[src/hdl/mpct_pkg.sv]
// shared types and constants for the mouse packet cursor tracker
package mpct_pkg;

   localparam int ByteW   = 8;
   localparam int ScreenW = 13;
   localparam int ThreshW = 7;
   localparam int ModeW   = 2;
   localparam int CsrAddrW = 4;
   localparam int CsrDataW = 32;

   localparam logic [ScreenW-1:0] WidthReset  = 13'd1024;
   localparam logic [ScreenW-1:0] HeightReset = 13'd768;
   localparam logic [ThreshW-1:0] ThreshReset = 7'd3;

   typedef enum logic [1:0] {
      REG_SCREEN_WIDTH  = 2'd0,
      REG_SCREEN_HEIGHT = 2'd1,
      REG_ACCEL_THRESH  = 2'd2,
      REG_UNUSED        = 2'd3
   } reg_index_type;

   typedef enum logic [ModeW-1:0] {
      DRAG_NONE   = 2'd0,
      DRAG_MOVE   = 2'd1,
      DRAG_RESIZE = 2'd2,
      DRAG_ALIAS  = 2'd3
   } drag_mode_type;

   typedef struct packed {
      logic left_press;
      logic left_release;
      logic right_press;
      logic right_release;
      logic end_drag;
   } button_flags_type;

endpackage

[src/hdl/mouse_packet_cursor_tracker.sv]
// top level: input register, axis and button logic, result register, csr block
// an accepted item is held in the input register, and its result then in the result register
// throughput: one item per cycle unless a result waits on rsp_ready, set by the single compute stage between registers
// the result register updates the cursor state, so a following item sees it at once
// reset (synchronous, active high) empties both stages, zeroes cursor and buttons
// and loads the screen size and threshold registers with their defaults
module mouse_packet_cursor_tracker #(
   parameter int COORD_BITS = 12
) (
   input  logic                           clock,
   input  logic                           reset,
   input  logic                           req_valid,
   output logic                           req_ready,
   input  logic [mpct_pkg::ByteW-1:0]     req_status_byte,
   input  logic [mpct_pkg::ByteW-1:0]     req_dx_byte,
   input  logic [mpct_pkg::ByteW-1:0]     req_dy_byte,
   input  logic [mpct_pkg::ModeW-1:0]     req_drag_mode,
   output logic                           rsp_valid,
   input  logic                           rsp_ready,
   output logic [COORD_BITS-1:0]          rsp_cursor_x,
   output logic [COORD_BITS-1:0]          rsp_cursor_y,
   output logic                           rsp_moved,
   output logic                           rsp_left_press,
   output logic                           rsp_left_release,
   output logic                           rsp_right_press,
   output logic                           rsp_right_release,
   output logic                           rsp_end_drag,
   output logic [mpct_pkg::ByteW-1:0]     rsp_buttons,
   input  logic                           csr_psel,
   input  logic                           csr_penable,
   input  logic                           csr_pwrite,
   input  logic [mpct_pkg::CsrAddrW-1:0]  csr_paddr,
   input  logic [mpct_pkg::CsrDataW-1:0]  csr_pwdata,
   output logic [mpct_pkg::CsrDataW-1:0]  csr_prdata,
   output logic                           csr_pready
);

   logic [mpct_pkg::ScreenW-1:0] width_ff, width_in;
   logic [mpct_pkg::ScreenW-1:0] height_ff, height_in;
   logic [mpct_pkg::ThreshW-1:0] thresh_ff, thresh_in;

   logic                         in_valid_ff, in_valid_in;
   logic [mpct_pkg::ByteW-1:0]   status_ff, status_in;
   logic [mpct_pkg::ByteW-1:0]   dx_ff, dx_in;
   logic [mpct_pkg::ByteW-1:0]   dy_ff, dy_in;
   logic [mpct_pkg::ModeW-1:0]   mode_ff, mode_in;

   logic                         out_valid_ff, out_valid_in;
   logic [COORD_BITS-1:0]        pos_x_ff, pos_x_in;
   logic [COORD_BITS-1:0]        pos_y_ff, pos_y_in;
   logic [mpct_pkg::ByteW-1:0]   prev_buttons_ff, prev_buttons_in;
   logic                         moved_ff, moved_in;
   mpct_pkg::button_flags_type   flags_ff, flags_in;

   logic                         csr_write;
   mpct_pkg::reg_index_type      csr_index;
   logic                         advance;
   logic                         req_accept;
   logic [COORD_BITS-1:0]        new_x;
   logic [COORD_BITS-1:0]        new_y;
   mpct_pkg::button_flags_type   flags;

   // configuration registers
   assign csr_pready = 1'b1;
   assign csr_index  = mpct_pkg::reg_index_type'(csr_paddr[3:2]);
   assign csr_write  = csr_psel & csr_penable & csr_pwrite & csr_pready;

   always_comb begin
      width_in  = width_ff;
      height_in = height_ff;
      thresh_in = thresh_ff;
      csr_prdata = '0;
      unique case (csr_index)
         mpct_pkg::REG_SCREEN_WIDTH: begin
            csr_prdata = mpct_pkg::CsrDataW'(width_ff);
            if (csr_write) width_in = csr_pwdata[mpct_pkg::ScreenW-1:0];
         end
         mpct_pkg::REG_SCREEN_HEIGHT: begin
            csr_prdata = mpct_pkg::CsrDataW'(height_ff);
            if (csr_write) height_in = csr_pwdata[mpct_pkg::ScreenW-1:0];
         end
         mpct_pkg::REG_ACCEL_THRESH: begin
            csr_prdata = mpct_pkg::CsrDataW'(thresh_ff);
            if (csr_write) thresh_in = csr_pwdata[mpct_pkg::ThreshW-1:0];
         end
         default: begin
            csr_prdata = '0;
         end
      endcase
   end

   // pipeline control
   assign advance    = ~out_valid_ff | rsp_ready;
   assign req_ready  = ~in_valid_ff | advance;
   assign req_accept = req_valid & req_ready;

   mpct_axis #(.CoordBits(COORD_BITS)) u_axis_x (
      .delta_byte      (dx_ff),
      .accel_threshold (thresh_ff),
      .pos             (pos_x_ff),
      .limit           (width_ff),
      .subtract        (1'b0),
      .coord           (new_x)
   );

   mpct_axis #(.CoordBits(COORD_BITS)) u_axis_y (
      .delta_byte      (dy_ff),
      .accel_threshold (thresh_ff),
      .pos             (pos_y_ff),
      .limit           (height_ff),
      .subtract        (1'b1),
      .coord           (new_y)
   );

   mpct_buttons u_buttons (
      .status_byte  (status_ff),
      .prev_buttons (prev_buttons_ff),
      .drag_mode    (mode_ff),
      .flags        (flags)
   );

   always_comb begin
      in_valid_in = in_valid_ff;
      status_in   = status_ff;
      dx_in       = dx_ff;
      dy_in       = dy_ff;
      mode_in     = mode_ff;
      if (req_accept) begin
         in_valid_in = 1'b1;
         status_in   = req_status_byte;
         dx_in       = req_dx_byte;
         dy_in       = req_dy_byte;
         mode_in     = req_drag_mode;
      end else if (advance) begin
         in_valid_in = 1'b0;
      end

      out_valid_in    = out_valid_ff;
      pos_x_in        = pos_x_ff;
      pos_y_in        = pos_y_ff;
      prev_buttons_in = prev_buttons_ff;
      moved_in        = moved_ff;
      flags_in        = flags_ff;
      if (advance) begin
         out_valid_in = in_valid_ff;
         if (in_valid_ff) begin
            pos_x_in        = new_x;
            pos_y_in        = new_y;
            prev_buttons_in = status_ff;
            moved_in        = (new_x != pos_x_ff) | (new_y != pos_y_ff);
            flags_in        = flags;
         end
      end
   end

   always_ff @(posedge clock) begin
      if (reset) begin
         width_ff        <= mpct_pkg::WidthReset;
         height_ff       <= mpct_pkg::HeightReset;
         thresh_ff       <= mpct_pkg::ThreshReset;
         in_valid_ff     <= 1'b0;
         out_valid_ff    <= 1'b0;
         pos_x_ff        <= '0;
         pos_y_ff        <= '0;
         prev_buttons_ff <= '0;
      end else begin
         width_ff        <= width_in;
         height_ff       <= height_in;
         thresh_ff       <= thresh_in;
         in_valid_ff     <= in_valid_in;
         out_valid_ff    <= out_valid_in;
         pos_x_ff        <= pos_x_in;
         pos_y_ff        <= pos_y_in;
         prev_buttons_ff <= prev_buttons_in;
      end
   end

   always_ff @(posedge clock) begin
      status_ff <= status_in;
      dx_ff     <= dx_in;
      dy_ff     <= dy_in;
      mode_ff   <= mode_in;
      moved_ff  <= moved_in;
      flags_ff  <= flags_in;
   end

   assign rsp_valid         = out_valid_ff;
   assign rsp_cursor_x      = pos_x_ff;
   assign rsp_cursor_y      = pos_y_ff;
   assign rsp_moved         = moved_ff;
   assign rsp_left_press    = flags_ff.left_press;
   assign rsp_left_release  = flags_ff.left_release;
   assign rsp_right_press   = flags_ff.right_press;
   assign rsp_right_release = flags_ff.right_release;
   assign rsp_end_drag      = flags_ff.end_drag;
   assign rsp_buttons       = prev_buttons_ff;

endmodule

[src/hdl/mpct_axis.sv]
// one axis: delta decode, acceleration, position update and screen clamp
module mpct_axis #(
   parameter int CoordBits = 12
) (
   input  logic [mpct_pkg::ByteW-1:0]   delta_byte,
   input  logic [mpct_pkg::ThreshW-1:0] accel_threshold,
   input  logic [CoordBits-1:0]         pos,
   input  logic [mpct_pkg::ScreenW-1:0] limit,
   input  logic                         subtract,
   output logic [CoordBits-1:0]         coord
);

   localparam int SumW = ((CoordBits > 10) ? CoordBits : 10) + 2;
   localparam int CmpW = (SumW > 14) ? SumW : 14;
   localparam logic [CmpW-1:0] Span = CmpW'(1) << CoordBits;

   logic                    neg;
   logic [7:0]              mag;
   logic [9:0]              mag3;
   logic [8:0]              mag_acc;
   logic                    toward_neg;
   logic [SumW-1:0]         pos_ext;
   logic [SumW-1:0]         mag_ext;
   logic signed [SumW-1:0]  sum;
   logic signed [CmpW-1:0]  v;
   logic [CmpW-1:0]         lim_ext;
   logic [CmpW-1:0]         eff;

   always_comb begin
      neg = delta_byte[7];
      mag = neg ? 8'(9'h100 - {1'b0, delta_byte}) : delta_byte;
      mag3 = {2'b00, mag} + {1'b0, mag, 1'b0};
      if (mag > {1'b0, accel_threshold}) begin
         mag_acc = {1'b0, mag} + mag3[9:1];
      end else begin
         mag_acc = {1'b0, mag};
      end
      toward_neg = neg ^ subtract;
      pos_ext = SumW'(pos);
      mag_ext = SumW'(mag_acc);
      sum = toward_neg ? $signed(pos_ext - mag_ext) : $signed(pos_ext + mag_ext);
      v = CmpW'(sum);
      lim_ext = CmpW'(limit);
      eff = (lim_ext > Span) ? Span : lim_ext;
      if (v[CmpW-1] || (eff == '0)) begin
         coord = '0;
      end else if (v >= $signed(eff)) begin
         coord = CoordBits'(eff - CmpW'(1));
      end else begin
         coord = v[CoordBits-1:0];
      end
   end

endmodule

[src/hdl/mpct_buttons.sv]
// button edge detection and drag end flag
module mpct_buttons (
   input  logic [mpct_pkg::ByteW-1:0] status_byte,
   input  logic [mpct_pkg::ByteW-1:0] prev_buttons,
   input  logic [mpct_pkg::ModeW-1:0] drag_mode,
   output mpct_pkg::button_flags_type flags
);

   logic in_drag;

   always_comb begin
      unique case (drag_mode)
         mpct_pkg::DRAG_MOVE,
         mpct_pkg::DRAG_RESIZE: in_drag = 1'b1;
         default:               in_drag = 1'b0;
      endcase
      flags = '0;
      priority if (in_drag) begin
         flags.end_drag = ~status_byte[0];
      end else if (prev_buttons[0]) begin
         flags.left_release = ~status_byte[0];
      end else if (prev_buttons[1]) begin
         flags.right_release = ~status_byte[1];
      end else begin
         flags.left_press  = status_byte[0];
         flags.right_press = status_byte[1];
      end
   end

endmodule

[config.mk]
export PLATFORM = sky130hd
export DESIGN_NAME = mouse_packet_cursor_tracker
export DESIGN_NICKNAME = d
export VERILOG_FILES = /design/src/hdl/mpct_pkg.sv /design/src/hdl/mouse_packet_cursor_tracker.sv /design/src/hdl/mpct_axis.sv /design/src/hdl/mpct_buttons.sv
export SDC_FILE = /design/constraint.sdc
export NUM_CORES = 1
export LEC_CHECK = 0
export ABC_AREA = 1
export ABC_CLOCK_PERIOD_IN_PS = 15000
export BUFFER_PORTS_ARGS = -buffer_cell sky130_fd_sc_hd__buf_2
export CAP_MARGIN = 20
export CORE_ASPECT_RATIO = 1.2
export CORE_UTILIZATION = 65
export CTS_BUF_LIST = sky130_fd_sc_hd__clkbuf_4 sky130_fd_sc_hd__clkbuf_8
export DETAILED_ROUTE_END_ITERATION = 12
export GPL_TIMING_DRIVEN = 0
export MAX_ROUTING_LAYER = met4
export PLACE_DENSITY = 0.88
export RECOVER_POWER = 25
export SYNTH_ARGS = -nofsm -noshare
export SYNTH_HDL_FRONTEND = slang
export SYNTH_SLANG_ARGS = --single-unit
[constraint.sdc]
create_clock -name clock -period 15 [get_ports clock]
set_clock_uncertainty 0.2 [all_clocks]
set_input_delay 1.5 -clock clock [delete_from_list [all_inputs] [get_ports clock]]
set_output_delay 1.5 -clock clock [all_outputs]
set_load 0.02 [all_outputs]
==> metrics.txt, run 1 <==
# TYPE chip_impl_metric gauge
chip_impl_metric{name="postSynthCellCount",unit=""} 1592
chip_impl_info{name="synth_most_common_cell",value="nand2_1"} 1
chip_impl_metric{name="syn_area",unit="µm²"} 10200
chip_impl_metric{name="buffer_ports.inserted",unit=""} 100
chip_impl_info{name="setup.worst_path.start",value="dy_ff[0]$_DFFE_PP_"} 1
chip_impl_info{name="cell_type_of_the_slowest_stage_on_the_worst_timing_path",value="edfxtp_1"} 1
chip_impl_metric{name="global_route_wire_length_before_repair",unit="µm"} 49800
chip_impl_metric{name="floorplan.io_pins",unit=""} 142
chip_impl_metric{name="detailedRoute.firstPassIterationCount",unit=""} 8
chip_impl_metric{name="cts_repair_resize_count",unit=""} 0
chip_impl_metric{name="max_slew_margin",unit="%"} 25.6
chip_impl_info{name="setup.worst_path.end",value="rsp_moved$_DFFE_PP_"} 1
chip_impl_metric{name="number_of_global_route_vias_before_repair",unit=""} 10500
chip_impl_metric{name="cts_buffers",unit=""} 9
chip_impl_metric{name="post_cts_buffers",unit=""} 0
chip_impl_metric{name="switchingPower",unit="W"} 0.000723
chip_impl_metric{name="ant_nets_after_route",unit=""} 0
chip_impl_metric{name="nNetsFinal",unit=""} 1901
chip_impl_metric{name="finalCritPeriodShare",unit="%"} 52.9
chip_impl_metric{name="post_route_cells_drive_above_1_share",unit="%"} 10.7
chip_impl_metric{name="detail_route.wirelength.met1",unit="µm"} 11800
chip_impl_info{name="critical_path.startpoint_type",value="flip-flop"} 1
chip_impl_metric{name="setup_violations",unit=""} 0
chip_impl_metric{name="die_boundary_width",unit="µm"} 117
chip_impl_metric{name="multiInputGateArea",unit="µm²"} 6780
chip_impl_metric{name="initial_drt_markers",unit=""} 1035
chip_impl_metric{name="grt_antenna_before_repair",unit=""} 1
chip_impl_metric{name="power.static_leakage",unit="nW"} 5.99
chip_impl_metric{name="worst_ir_drop_vdd",unit="mV"} 0.0700
chip_impl_info{name="worst_hold_path_type",value="flip-flop to flip-flop"} 1
chip_impl_metric{name="required",unit="ns"} 14.94
chip_impl_metric{name="tightestPinTransition",unit="ns"} 1.11
chip_impl_metric{name="tritoncts_num_sinks",unit=""} 99
chip_impl_metric{name="post-place-ws",unit="ns"} 7.23
chip_impl_metric{name="timing.critical_path.slowest_cell_delay",unit="ns"} 0.50
chip_impl_metric{name="clk_latency",unit="ns"} 0.40
chip_impl_metric{name="path_depth",unit=""} 47
chip_impl_metric{name="final_cell_count_no_fill",unit=""} 1931
chip_impl_info{name="synth_ff_type",value="dfxtp_1"} 1
chip_impl_metric{name="postLayoutSetupSlackWorst",unit="ns"} 7.07
chip_impl_info{name="cts_root_cell",value="clkbuf_8"} 1
chip_impl_metric{name="routed_wirelength",unit="µm"} 30700
chip_impl_metric{name="ff2ff_path_depth",unit=""} 47
chip_impl_metric{name="routedWlPerCell",unit="µm"} 15.9
chip_impl_info{name="rsz0062_at_grt",value="false"} 1
chip_impl_metric{name="die_h",unit="µm"} 139
chip_impl_metric{name="internal-power",unit="W"} 0.000685
chip_impl_metric{name="dr_total_vias",unit=""} 11100
chip_impl_metric{name="async_flop_share",unit="%"} 0
chip_impl_metric{name="buf_inv_on_cp",unit=""} 9
chip_impl_metric{name="sequential_cell_area",unit="µm²"} 2300
chip_impl_metric{name="warnings_synthesis",unit=""} 0
chip_impl_metric{name="power.density_cell_area",unit="nW/µm²"} 125
chip_impl_metric{name="clock_tree.buffer_depth",unit=""} 2
chip_impl_metric{name="clk_pin_slew",unit="ns"} 0.10
chip_impl_metric{name="core.rowCount",unit=""} 49
chip_impl_info{name="regToRegEndpoint",value="rsp_moved$_DFFE_PP_"} 1
chip_impl_metric{name="synth-seq-cells",unit=""} 99
chip_impl_info{name="post_synth_main_area_contributors",value="nand2_1 (16%), dfxtp_1 (13%), ha_1 (13%)"} 1
chip_impl_metric{name="dpl.cell_count",unit=""} 1914
chip_impl_metric{name="fillers",unit=""} 1351
chip_impl_metric{name="dpl.hpwl",unit="µm"} 24800
chip_impl_info{name="yosys.area.top_type",value="nand2_1"} 1
chip_impl_info{name="critical_path.top_delay_family",value="simple AND/OR/NAND/NOR gates"} 1
chip_impl_metric{name="via_density",unit=""} 5.73
chip_impl_metric{name="synthDominantCellAreaShare",unit="%"} 15.5
chip_impl_metric{name="met2_length",unit="µm"} 14900
chip_impl_info{name="setup.worst_path.class",value="flip-flop to flip-flop"} 1
chip_impl_metric{name="critPathArrivalTime",unit="ns"} 7.87
chip_impl_metric{name="path_max_fanout",unit=""} 10
chip_impl_info{name="most_prevalent_standard_cell_on_the_critical_path",value="nand2_1"} 1
chip_impl_metric{name="synth_enable_flop_cells",unit=""} 32
chip_impl_metric{name="fin_tns_setup",unit="ns"} 0
chip_impl_metric{name="fp.dieArea",unit="µm²"} 16300
chip_impl_info{name="timing.rr.start",value="dy_ff[0]$_DFFE_PP_"} 1
chip_impl_metric{name="initial_core_util",unit="%"} 67.3
chip_impl_metric{name="power_switching_share",unit="%"} 51.4
chip_impl_metric{name="synth_area_per_cell",unit="µm²"} 6.43
chip_impl_metric{name="dr_wl_met3",unit="µm"} 2270
chip_impl_metric{name="place_congestion",unit=""} 1.01
chip_impl_metric{name="p_seq_share",unit="%"} 22.4
chip_impl_metric{name="core",unit="µm²"} 15200
chip_impl_metric{name="overflow",unit=""} 0
chip_impl_metric{name="grt_usage",unit="%"} 40.3
chip_impl_metric{name="grt_max_degree",unit=""} 27
chip_impl_metric{name="fmax",unit="MHz"} 126
chip_impl_info{name="worstSetupEndpointType",value="flip-flop"} 1
chip_impl_metric{name="slew_violations",unit=""} 0
chip_impl_metric{name="final-hold-violation-count",unit=""} 0
chip_impl_metric{name="synth_sequential_area_ratio",unit="%"} 22.5
chip_impl_metric{name="cts.hold.buffers_added",unit=""} 0
chip_impl_info{name="cts_tree",value="done"} 1
chip_impl_metric{name="share_comb_of_total_power",unit="%"} 62.9
chip_impl_info{name="synthTopCellsByCount",value="nand2_1 (423), inv_1 (226), o21ai_0 (125)"} 1
chip_impl_info{name="outcome",value="finished clean"} 1
chip_impl_metric{name="share_clk_of_total_power",unit="%"} 14.8
chip_impl_metric{name="synth.distinct_cells",unit=""} 51
chip_impl_metric{name="maxcap_viol_count",unit=""} 0
chip_impl_metric{name="r2r_setup_slack",unit="ns"} 7.07
chip_impl_metric{name="min_period",unit="ns"} 7.93
chip_impl_metric{name="drc",unit=""} 0
chip_impl_info{name="routed.top_layer",value="met4"} 1
chip_impl_metric{name="clock_tree.htree_level_count",unit=""} 3
chip_impl_metric{name="area_delta_synth_final",unit="%"} 10.2
-- worst min path at each step --
stage,from,cells after the start,end
final,rsp_buttons[6]$_SDFFE_PP0P_,2,rsp_buttons[6]$_SDFFE_PP0P_
after global routing,rsp_buttons[1]$_SDFFE_PP0P_,2,rsp_buttons[1]$_SDFFE_PP0P_
after CTS,rsp_buttons[6]$_SDFFE_PP0P_,2,rsp_buttons[6]$_SDFFE_PP0P_
after detailed placement,rsp_buttons[6]$_SDFFE_PP0P_,2,rsp_buttons[6]$_SDFFE_PP0P_
after global placement,rsp_buttons[6]$_SDFFE_PP0P_,2,rsp_buttons[6]$_SDFFE_PP0P_
after floorplan,height_ff[1]$_SDFFE_PP0P_,2,height_ff[1]$_SDFFE_PP0P_
-- placed cells by master (no fill, tap or decap), types with 3 or more instances in the layout --
cell type	n
fa_1	6
buf_4	27
xor2_4	3
nand3b_1	8
a21oi_1	100
inv_1	227
o21ai_1	5
nand2_1	423
nand3_2	4
inv_2	12
dfxtp_1	67
nand2_2	9
xnor2_1	9
clkbuf_1	36
ha_1	105
xor2_1	37
o21ai_0	125
clkbuf_8	9
buf_2	95
o211ai_1	7
o31ai_1	3
a31oi_1	5
nor2_1	122
o21bai_1	7
nand4_1	32
or2_2	8
a31o_2	3
conb_1	20
nand3_1	119
edfxtp_1	32
o221ai_1	6
nor3_1	18
o22ai_1	5
-- layout make-up --
cell class	instances	area share [%]
sequential	99	20.4
tap	204	2.26
timing repair buffer	100	4.32
clock inverter	7	0.954
clock buffer	9	1.10
inverter	239	7.95
multi-input combinational	1214	60.1
buffer	58	2.90
antenna	1	0.0222
-- power by group through the flow --
stage | Sequential [W] | Clock (W) | Combinational [W]
2_1_floorplan | 0.000324 | 0 | 0.000642
3_3_place_gp | 0.000319 | 0 | 0.000833
3_5_place_dp | 0.000320 | 0 | 0.000861
4_1_cts | 0.000314 | 0.000205 | 0.000866
5_1_grt | 0.000317 | 0.000214 | 0.00101
6_report | 0.000315 | 0.000208 | 0.000885
-- routing by layer --
layer  vias to the layer above  track usage [%]
li1                       5425                -
met1                      5054             45.7
met2                       472             66.6
met3                       105             6.49
met4                         0             22.5
met5                         -                -
-- worst reg2reg max path: cells and delay by family, from the launching register on --
kind,cells,cell delay (ns)
buf+inv,9,0.91
xor+xnor,2,0.31
compound gates,6,1.53
simple gates,25,2.53
fa+ha+maj,5,1.69
flops,1,0.50
-- cell families after synthesis --
kind of cell | share of synthesized area (%)
AOI/OAI and AO/OA | 15.1
xor gates and xnor gates | 5.06
adders and majority gates | 14.0
buffers and inverters | 12.0
DFF | 22.5
muxes | 0.0978
other | 0.0734
and+or+nand+nor | 31.2
-- stage by stage --
| stage | utilization, % | total power [W] | hold slack, ns | instance area (µm²) |
|---|---|---|---|---|
| after floorplan | - | 0.000966 | 0.267 | 10300 |
| after global placement | 72.7 | 0.00115 | 0.258 | 11100 |
| after detailed placement | 72.7 | 0.00118 | 0.269 | 11100 |
| after CTS | 74.3 | 0.00138 | 0.292 | 11300 |
| after global routing | 74.2 | 0.00154 | 0.332 | 11300 |
| final | 74.2 | 0.00141 | 0.293 | 11300 |
-- registers in the layout, summed over array words and instances (netlist names), 7 cells and up --
name          flops
thresh_ff         7
status_ff         8
dx_ff             8
height_ff        13
rsp_cursor_y     12
rsp_buttons       8
dy_ff             8
rsp_cursor_x     12
width_ff         13
Power figures use the tool's default switching activity.
==> inputs of run 2 (changes only) <==
Settings changed: ABC_CLOCK_PERIOD_IN_PS 15000 to 7950, CORE_UTILIZATION 65 to 61, PLACE_DENSITY 0.88 to 0.83.
Clock period 15 ns to 7.95 ns, I/O delays scaled along.
==> run 2 against run 1 <==
  * Final area up 0.29%
  * Utilization decreased by 4.9 points
  * Die area grew 6.5%
  * Worst setup slack worse by 6.4 ns
  * Global-route usage decreased by 4.8 points
  * Hold slack improved by 0.0071 ns
  * Clock-buffer cell count is the same
  * Critical endpoint unchanged
  * Largest power group unchanged
==> metrics.txt, run 2 (synthesis gave the netlist of run 1 again) <==
# TYPE chip_impl_metric gauge
chip_impl_metric{name="clock_tree.htree_level_count",unit=""} 3
chip_impl_info{name="setup.worst_path.class",value="flip-flop to flip-flop"} 1
chip_impl_metric{name="setup_violations",unit=""} 0
chip_impl_metric{name="ant_nets_after_route",unit=""} 0
chip_impl_info{name="cell_type_of_the_slowest_stage_on_the_worst_timing_path",value="edfxtp_1"} 1
chip_impl_metric{name="buffer_ports.inserted",unit=""} 100
chip_impl_metric{name="global_route_wire_length_before_repair",unit="µm"} 47100
chip_impl_metric{name="max_slew_margin",unit="%"} 28.1
chip_impl_metric{name="finalPower",unit="W"} 0.00257
chip_impl_metric{name="fp.dieArea",unit="µm²"} 17300
chip_impl_info{name="cts_root_cell",value="clkbuf_8"} 1
chip_impl_info{name="worstSetupEndpointType",value="flip-flop"} 1
chip_impl_metric{name="detailedRoute.firstPassIterationCount",unit=""} 6
chip_impl_metric{name="finalCritPeriodShare",unit="%"} 91.9
chip_impl_metric{name="place_congestion",unit=""} 1.02
chip_impl_metric{name="initial_drt_markers",unit=""} 899
chip_impl_metric{name="routedWlPerCell",unit="µm"} 15.2
chip_impl_metric{name="drc",unit=""} 0
chip_impl_info{name="layout_commonest_cell",value="nand2_1"} 1
chip_impl_metric{name="die_h",unit="µm"} 144
chip_impl_info{name="busiest_layer",value="met2"} 1
chip_impl_metric{name="clock_tree.buffer_depth",unit=""} 2
chip_impl_metric{name="timing.critical_path.slowest_cell_delay",unit="ns"} 0.46
chip_impl_metric{name="overflow",unit=""} 0
chip_impl_metric{name="dr_total_vias",unit=""} 10800
chip_impl_metric{name="floorplan.io_pins",unit=""} 142
chip_impl_metric{name="cts_buffers",unit=""} 9
chip_impl_metric{name="grt_util_met3",unit="%"} 3.77
chip_impl_metric{name="grt_antenna_before_repair",unit=""} 1
chip_impl_metric{name="path_max_fanout",unit=""} 10
chip_impl_metric{name="r2r_setup_slack",unit="ns"} 0.64
chip_impl_metric{name="fmax",unit="MHz"} 137
chip_impl_info{name="outcome",value="finished clean"} 1
chip_impl_metric{name="worst_ir_drop_vdd",unit="mV"} 0.132
chip_impl_metric{name="number_of_global_route_vias_before_repair",unit=""} 9871
chip_impl_metric{name="post_route_cells_drive_above_1_share",unit="%"} 11.3
chip_impl_metric{name="grt.met2_usage",unit="%"} 63.4
chip_impl_info{name="worst_hold_path_type",value="flip-flop to flip-flop"} 1
chip_impl_metric{name="dpl.hpwl",unit="µm"} 24200
chip_impl_metric{name="critPathArrivalTime",unit="ns"} 7.23
chip_impl_metric{name="tightestPinTransition",unit="ns"} 1.08
chip_impl_metric{name="grt_max_degree",unit=""} 27
chip_impl_metric{name="min_period",unit="ns"} 7.31
chip_impl_metric{name="nNetsFinal",unit=""} 1904
chip_impl_metric{name="core",unit="µm²"} 16300
chip_impl_metric{name="die_boundary_width",unit="µm"} 120
chip_impl_info{name="cts_tree",value="done"} 1
chip_impl_info{name="layout_top_registers",value="height_ff (13), width_ff (13)"} 1
chip_impl_metric{name="final-hold-violation-count",unit=""} 0
chip_impl_metric{name="routed_wirelength",unit="µm"} 29500
chip_impl_metric{name="grt_usage",unit="%"} 35.5
chip_impl_metric{name="area_delta_synth_final",unit="%"} 10.5
chip_impl_metric{name="met1_usage",unit="%"} 40.9
chip_impl_metric{name="maxcap_viol_count",unit=""} 0
chip_impl_metric{name="power.static_leakage",unit="nW"} 5.99
chip_impl_metric{name="share_of_the_core_filled_with_cells_in_the_final_layout",unit="%"} 69.2
chip_impl_metric{name="clk_latency",unit="ns"} 0.39
chip_impl_info{name="layout.cells.most_common_list",value="nand2_1 (420), inv_1 (227), nor2_1 (122), nand3_1 (119), o21ai_0 (119)"} 1
chip_impl_metric{name="tritoncts_num_sinks",unit=""} 99
chip_impl_metric{name="clk_pin_slew",unit="ns"} 0.10
chip_impl_metric{name="required",unit="ns"} 7.87
chip_impl_metric{name="slew_violations",unit=""} 0
chip_impl_metric{name="core.rowCount",unit=""} 51
chip_impl_info{name="most_prevalent_standard_cell_on_the_critical_path",value="nand2_1"} 1
chip_impl_info{name="critical_path.startpoint_type",value="flip-flop"} 1
chip_impl_metric{name="via_density",unit=""} 5.57
chip_impl_metric{name="initial_core_util",unit="%"} 62.7
chip_impl_metric{name="cts.hold.buffers_added",unit=""} 0
chip_impl_metric{name="power.density_cell_area",unit="nW/µm²"} 227
-- run 2: cell count changes in the layout (fill, tap and decap cells not counted), sizes merged --
cell | previous run | this run
buf | 122 | 125
bufinv | 2 | 0
clkinv | 1 | 2
clkinvlp | 1 | 2
-- run 2: critical path, delay by kind of cell, from the launching register on --
kind	cells	cell delay, ns
buf+inv	8	0.94
flops	1	0.46
fa+ha+maj	5	1.42
xor+xnor	1	0.22
compound gates	7	1.37
simple gates	24	2.43
-- run 2: timing repair --
action                     4_1_cts  5_1_grt
buffers inserted                 0        4
gates resized for setup          0       17
setup endpoints to repair        0        1
-- run 2: routing by layer --
| layer | part of all wire (%) | vias up | routed length, µm |
|---|---|---|---|
| li1 | - | 5433 | - |
| met1 | 41 | 4908 | 12100 |
| met2 | 50 | 402 | 14700 |
| met3 | 6.1 | 66 | 1800 |
| met4 | 3.1 | 0 | 913 |
| met5 | 0 | - | 0 |
-- run 2: report_power, final --
part | internal, W | total [W] | leakage [nW] | switching (W)
Combinational | 0.000561 | 0.00165 | 5.04 | 0.00109
Sequential | 0.000553 | 0.000593 | 0.857 | 0.0000403
Clock | 0.000122 | 0.000329 | 0.0911 | 0.000207
Total | 0.00124 | 0.00257 | 5.99 | 0.00134
-- run 2: cell type report --
type / instances / area, µm²
clock buffers: 9 / 124
well taps: 212 / 265
clock inverters: 7 / 68.8
repair buffers: 104 / 515
multi-input cells: 1214 / 6810
fillers: 1530 / 5020
inverters: 239 / 897
flip-flops and latches: 99 / 2300
diodes: 1 / 2.50
plain buffers: 57 / 324
-- run 2: worst paths after layout --
kind / cells past startpoint / startpoint / end
max: 45 / dx_ff[0]$_DFFE_PP_ / rsp_moved$_DFFE_PP_
min: 2 / status_ff[2]$_DFFE_PP_ / rsp_buttons[2]$_SDFFE_PP0P_
max reg2reg: 45 / dx_ff[0]$_DFFE_PP_ / rsp_moved$_DFFE_PP_
min reg2reg: 2 / status_ff[2]$_DFFE_PP_ / rsp_buttons[2]$_SDFFE_PP0P_
-- run 2: stage by stage --
step	std cells	instance area (µm²)	hold WS, ns	setup WS (ns)	setup TNS, ns
6_report	1942	11300	0.300	0.644	0
3_3_place_gp	1922	11100	0.258	0.337	0
2_1_floorplan	1610	10300	0.267	1.66	0
3_5_place_dp	1922	11100	0.273	0.181	0
4_1_cts	1938	11300	0.297	0.137	0
5_1_grt	1942	11300	0.325	-0.0383	-0.0383
==> inputs of run 3 (changes only) <==
Settings changed: ABC_AREA 1 to not set.
==> run 3 against run 2 <==
  * The run now ends with negative setup slack left
  * Via count grew 3.1%
  * Worst setup slack lost 0.98 ns
  * Area after synthesis shrank 1.5%
  * Sequential share of layout area shrank 2.0 points
  * Sequential cell count is the same
  * Final area grew 11%
  * Global-route usage grew 3.0 points
  * Clock power grew 7.9%
  * Maximum frequency shrank 12%
  * Critical path type unchanged
  * Critical endpoint unchanged
  * Largest power group unchanged
==> metrics.txt, run 3 <==
# TYPE chip_impl_metric gauge
chip_impl_metric{name="power.static_leakage",unit="nW"} 5.37
chip_impl_metric{name="fin_tns_setup",unit="ns"} -0.340
chip_impl_metric{name="worst_ir_drop_vdd",unit="mV"} 0.194
chip_impl_info{name="worstSetupEndpointType",value="flip-flop"} 1
chip_impl_info{name="rsz0062_at_grt",value="true"} 1
chip_impl_metric{name="tritoncts_num_sinks",unit=""} 99
chip_impl_metric{name="clock_tree.htree_level_count",unit=""} 3
chip_impl_info{name="synthTopCellsByCount",value="nand2_1 (174), a21oi_1 (118), nor2_1 (117)"} 1
chip_impl_metric{name="finalPower",unit="W"} 0.00385
chip_impl_metric{name="place_congestion",unit=""} 0.987
chip_impl_metric{name="nNetsFinal",unit=""} 1705
chip_impl_metric{name="path_max_fanout",unit=""} 8
chip_impl_metric{name="drc",unit=""} 0
chip_impl_metric{name="synth_sequential_area_ratio",unit="%"} 22.8
chip_impl_info{name="layout.cells.most_common_list",value="nand2_1 (170), nor2_1 (110), a21oi_1 (110), buf_2 (100)"} 1
chip_impl_metric{name="critPathArrivalTime",unit="ns"} 8.25
chip_impl_metric{name="die_boundary_width",unit="µm"} 119
chip_impl_metric{name="finalCritPeriodShare",unit="%"} 104
chip_impl_metric{name="fmax",unit="MHz"} 121
chip_impl_metric{name="grt_antenna_before_repair",unit=""} 0
chip_impl_metric{name="grt_max_degree",unit=""} 23
chip_impl_info{name="post_synth_main_area_contributors",value="dfxtp_1 (13%), ha_1 (13%), edfxtp_1 (9.5%)"} 1
chip_impl_info{name="cell_type_of_the_slowest_stage_on_the_worst_timing_path",value="or4_4"} 1
chip_impl_metric{name="post_route_cells_drive_above_1_share",unit="%"} 24.6
chip_impl_metric{name="postLayoutSetupSlackWorst",unit="ns"} -0.340
chip_impl_metric{name="syn_area",unit="µm²"} 10100
chip_impl_info{name="critical_path.startpoint_type",value="flip-flop"} 1
chip_impl_metric{name="synth_enable_flop_cells",unit=""} 32
chip_impl_info{name="setup.worst_path.start",value="dy_ff[0]$_DFFE_PP_"} 1
chip_impl_metric{name="setup_violations",unit=""} 1
chip_impl_metric{name="area_delta_synth_final",unit="%"} 24.7
chip_impl_metric{name="synthDominantCellAreaShare",unit="%"} 13.3
chip_impl_metric{name="dpl_cell_area",unit="µm²"} 11200
chip_impl_metric{name="warnings_synthesis",unit=""} 0
chip_impl_info{name="cts_tree",value="done"} 1
chip_impl_metric{name="clk_pin_slew",unit="ns"} 0.12
chip_impl_metric{name="clk_latency",unit="ns"} 0.42
chip_impl_info{name="yosys.area.top_type",value="dfxtp_1"} 1
chip_impl_metric{name="cts.hold.buffers_added",unit=""} 0
chip_impl_metric{name="number_of_global_route_vias_before_repair",unit=""} 10100
chip_impl_metric{name="dr_total_vias",unit=""} 11100
chip_impl_metric{name="fp.dieArea",unit="µm²"} 17000
chip_impl_metric{name="power.density_cell_area",unit="nW/µm²"} 306
chip_impl_metric{name="number_of_antenna_repair_diodes",unit=""} 0
chip_impl_info{name="layout_top_registers",value="height_ff (13), width_ff (13)"} 1
chip_impl_info{name="synth_ff_type",value="dfxtp_1"} 1
chip_impl_metric{name="dpl.hpwl",unit="µm"} 23200
chip_impl_metric{name="final-hold-violation-count",unit=""} 0
chip_impl_metric{name="via_density",unit=""} 6.40
chip_impl_metric{name="maxcap_viol_count",unit=""} 0
chip_impl_info{name="timing.rr.start",value="dy_ff[0]$_DFFE_PP_"} 1
chip_impl_metric{name="initial_drt_markers",unit=""} 1134
chip_impl_metric{name="timing.critical_path.slowest_cell_delay",unit="ns"} 0.54
chip_impl_metric{name="initial_core_util",unit="%"} 62.2
chip_impl_metric{name="cts_buffers",unit=""} 9
chip_impl_metric{name="finish.instance_area",unit="µm²"} 12600
chip_impl_metric{name="floorplan.io_pins",unit=""} 142
chip_impl_metric{name="grt_usage",unit="%"} 38.5
chip_impl_info{name="setup.worst_path.class",value="flip-flop to flip-flop"} 1
chip_impl_metric{name="synth.distinct_cells",unit=""} 85
chip_impl_metric{name="core.rowCount",unit=""} 51
chip_impl_metric{name="synth_area_per_cell",unit="µm²"} 7.61
chip_impl_metric{name="overflow",unit=""} 0
chip_impl_metric{name="buffer_ports.inserted",unit=""} 97
chip_impl_metric{name="tightestPinTransition",unit="ns"} 1.20
chip_impl_metric{name="routedWlPerCell",unit="µm"} 19.5
chip_impl_metric{name="clock_tree.buffer_depth",unit=""} 2
chip_impl_metric{name="min_period",unit="ns"} 8.29
chip_impl_metric{name="slew_violations",unit=""} 0
chip_impl_metric{name="detailedRoute.firstPassIterationCount",unit=""} 5
chip_impl_info{name="synth_most_common_cell",value="nand2_1"} 1
chip_impl_info{name="outcome",value="complete, but fails checks"} 1
chip_impl_metric{name="ant_nets_after_route",unit=""} 0
chip_impl_info{name="failed_checks",value="negative setup slack"} 1
chip_impl_info{name="hold_path_startpoint",value="rsp_buttons[4]$_SDFFE_PP0P_"} 1
chip_impl_info{name="layout_commonest_cell",value="nand2_1"} 1
chip_impl_metric{name="required",unit="ns"} 7.91
chip_impl_metric{name="post-place-ws",unit="ns"} -1.24
chip_impl_metric{name="async_flop_share",unit="%"} 0
chip_impl_info{name="cts_root_cell",value="clkbuf_8"} 1
chip_impl_metric{name="die_h",unit="µm"} 143
chip_impl_metric{name="synth-seq-cells",unit=""} 99
chip_impl_info{name="worst_hold_path_type",value="flip-flop to flip-flop"} 1
chip_impl_metric{name="tightest_hold_margin",unit="ns"} 0.262
chip_impl_metric{name="postSynthCellCount",unit=""} 1325
chip_impl_metric{name="global_route_wire_length_before_repair",unit="µm"} 50200
chip_impl_metric{name="core",unit="µm²"} 16200
chip_impl_metric{name="routed_wirelength",unit="µm"} 34000
chip_impl_metric{name="max_slew_margin",unit="%"} 20.0
## run 3: changes by cell type after synthesis, moves of 24 or more
| cell | delta |
|---|---|
| nand3_1 | -98 |
| clkbuf_1 | +30 |
| mux2i_1 | +27 |
| inv_1 | -153 |
| o21ai_0 | -49 |
| nand2_1 | -249 |
| nor2b_1 | +24 |
| xnor2_1 | +35 |
## run 3: cells by family (layout without fill, tap and decap cells)
| logic type | after synthesis | after routing | synth area share, % |
|---|---|---|---|
| and+or+nand+nor | 475 | 475 | 22.5 |
| xor gates and xnor gates | 70 | 70 | 6.08 |
| AOI/OAI and AO/OA | 367 | 367 | 23.4 |
| buffers and inverters | 162 | 349 | 6.93 |
| other | 2 | 20 | 0.0745 |
| DFF | 99 | 99 | 22.8 |
| muxes | 38 | 38 | 3.90 |
| adders and majority gates | 112 | 112 | 14.3 |
## run 3: critical path: cells and delay by family (launching register included)
| family | cells | cell delay, ns |
|---|---|---|
| xor gates and xnor gates | 2 | 0.33 |
| adders and majority gates | 6 | 1.70 |
| DFF | 1 | 0.41 |
| muxes | 1 | 0.31 |
| and+or+nand+nor | 7 | 1.88 |
| AOI/OAI and AO/OA | 15 | 2.80 |
| buffers and inverters | 4 | 0.41 |
## run 3: layout make-up
cell class              instances  area (µm²)
fillers                      1202        3640
inverters                      80         330
clock inverters                 7         101
repair buffers                173        1060
multi-input cells            1082        7930
well taps                     212         265
clock buffers                   9         124
flip-flops and latches         99        2300
plain buffers                  80         463
## run 3: report_power, final
group	internal (W)	leakage (nW)	switching (W)
clock network	0.000132	0.110	0.000223
logic	0.00125	4.41	0.00162
registers	0.000559	0.853	0.0000692
total	0.00194	5.37	0.00191
## run 3: path summary, 6_finish.rpt
check | to | slack (ns) | depth (start not counted)
min reg2reg | rsp_buttons[4]$_SDFFE_PP0P_ | 0.26 | 2
max | rsp_moved$_DFFE_PP_ | -0.34 | 35
min | rsp_buttons[4]$_SDFFE_PP0P_ | 0.26 | 2
max reg2reg | rsp_moved$_DFFE_PP_ | -0.34 | 35
## run 3: per-layer routing
metal	global-route usage, %	part of all wire [%]	vias up
met3	4.67	8.2	154
met1	44.7	37	5200
met5	-	0	-
met4	16.4	4.9	0
met2	66.9	49	634
li1	-	-	5156
## run 3: repair_timing
| action | 4_1_cts | 5_1_grt |
|---|---|---|
| resized for setup | 87 | 68 |
| buffers inserted | 52 | 23 |
| hold endpoints to repair | 0 | 0 |
| pin swaps | 50 | 45 |
| setup endpoints to repair | 23 | 8 |
## run 3: stage by stage
stage | cells | utilization [%]
global route | 1742 | 77.5
CTS | 1720 | 75.1
finish | 1742 | 77.5
floorplan | 1343 | -
detailed placement | 1653 | 68.8
global placement | 1652 | 68.7
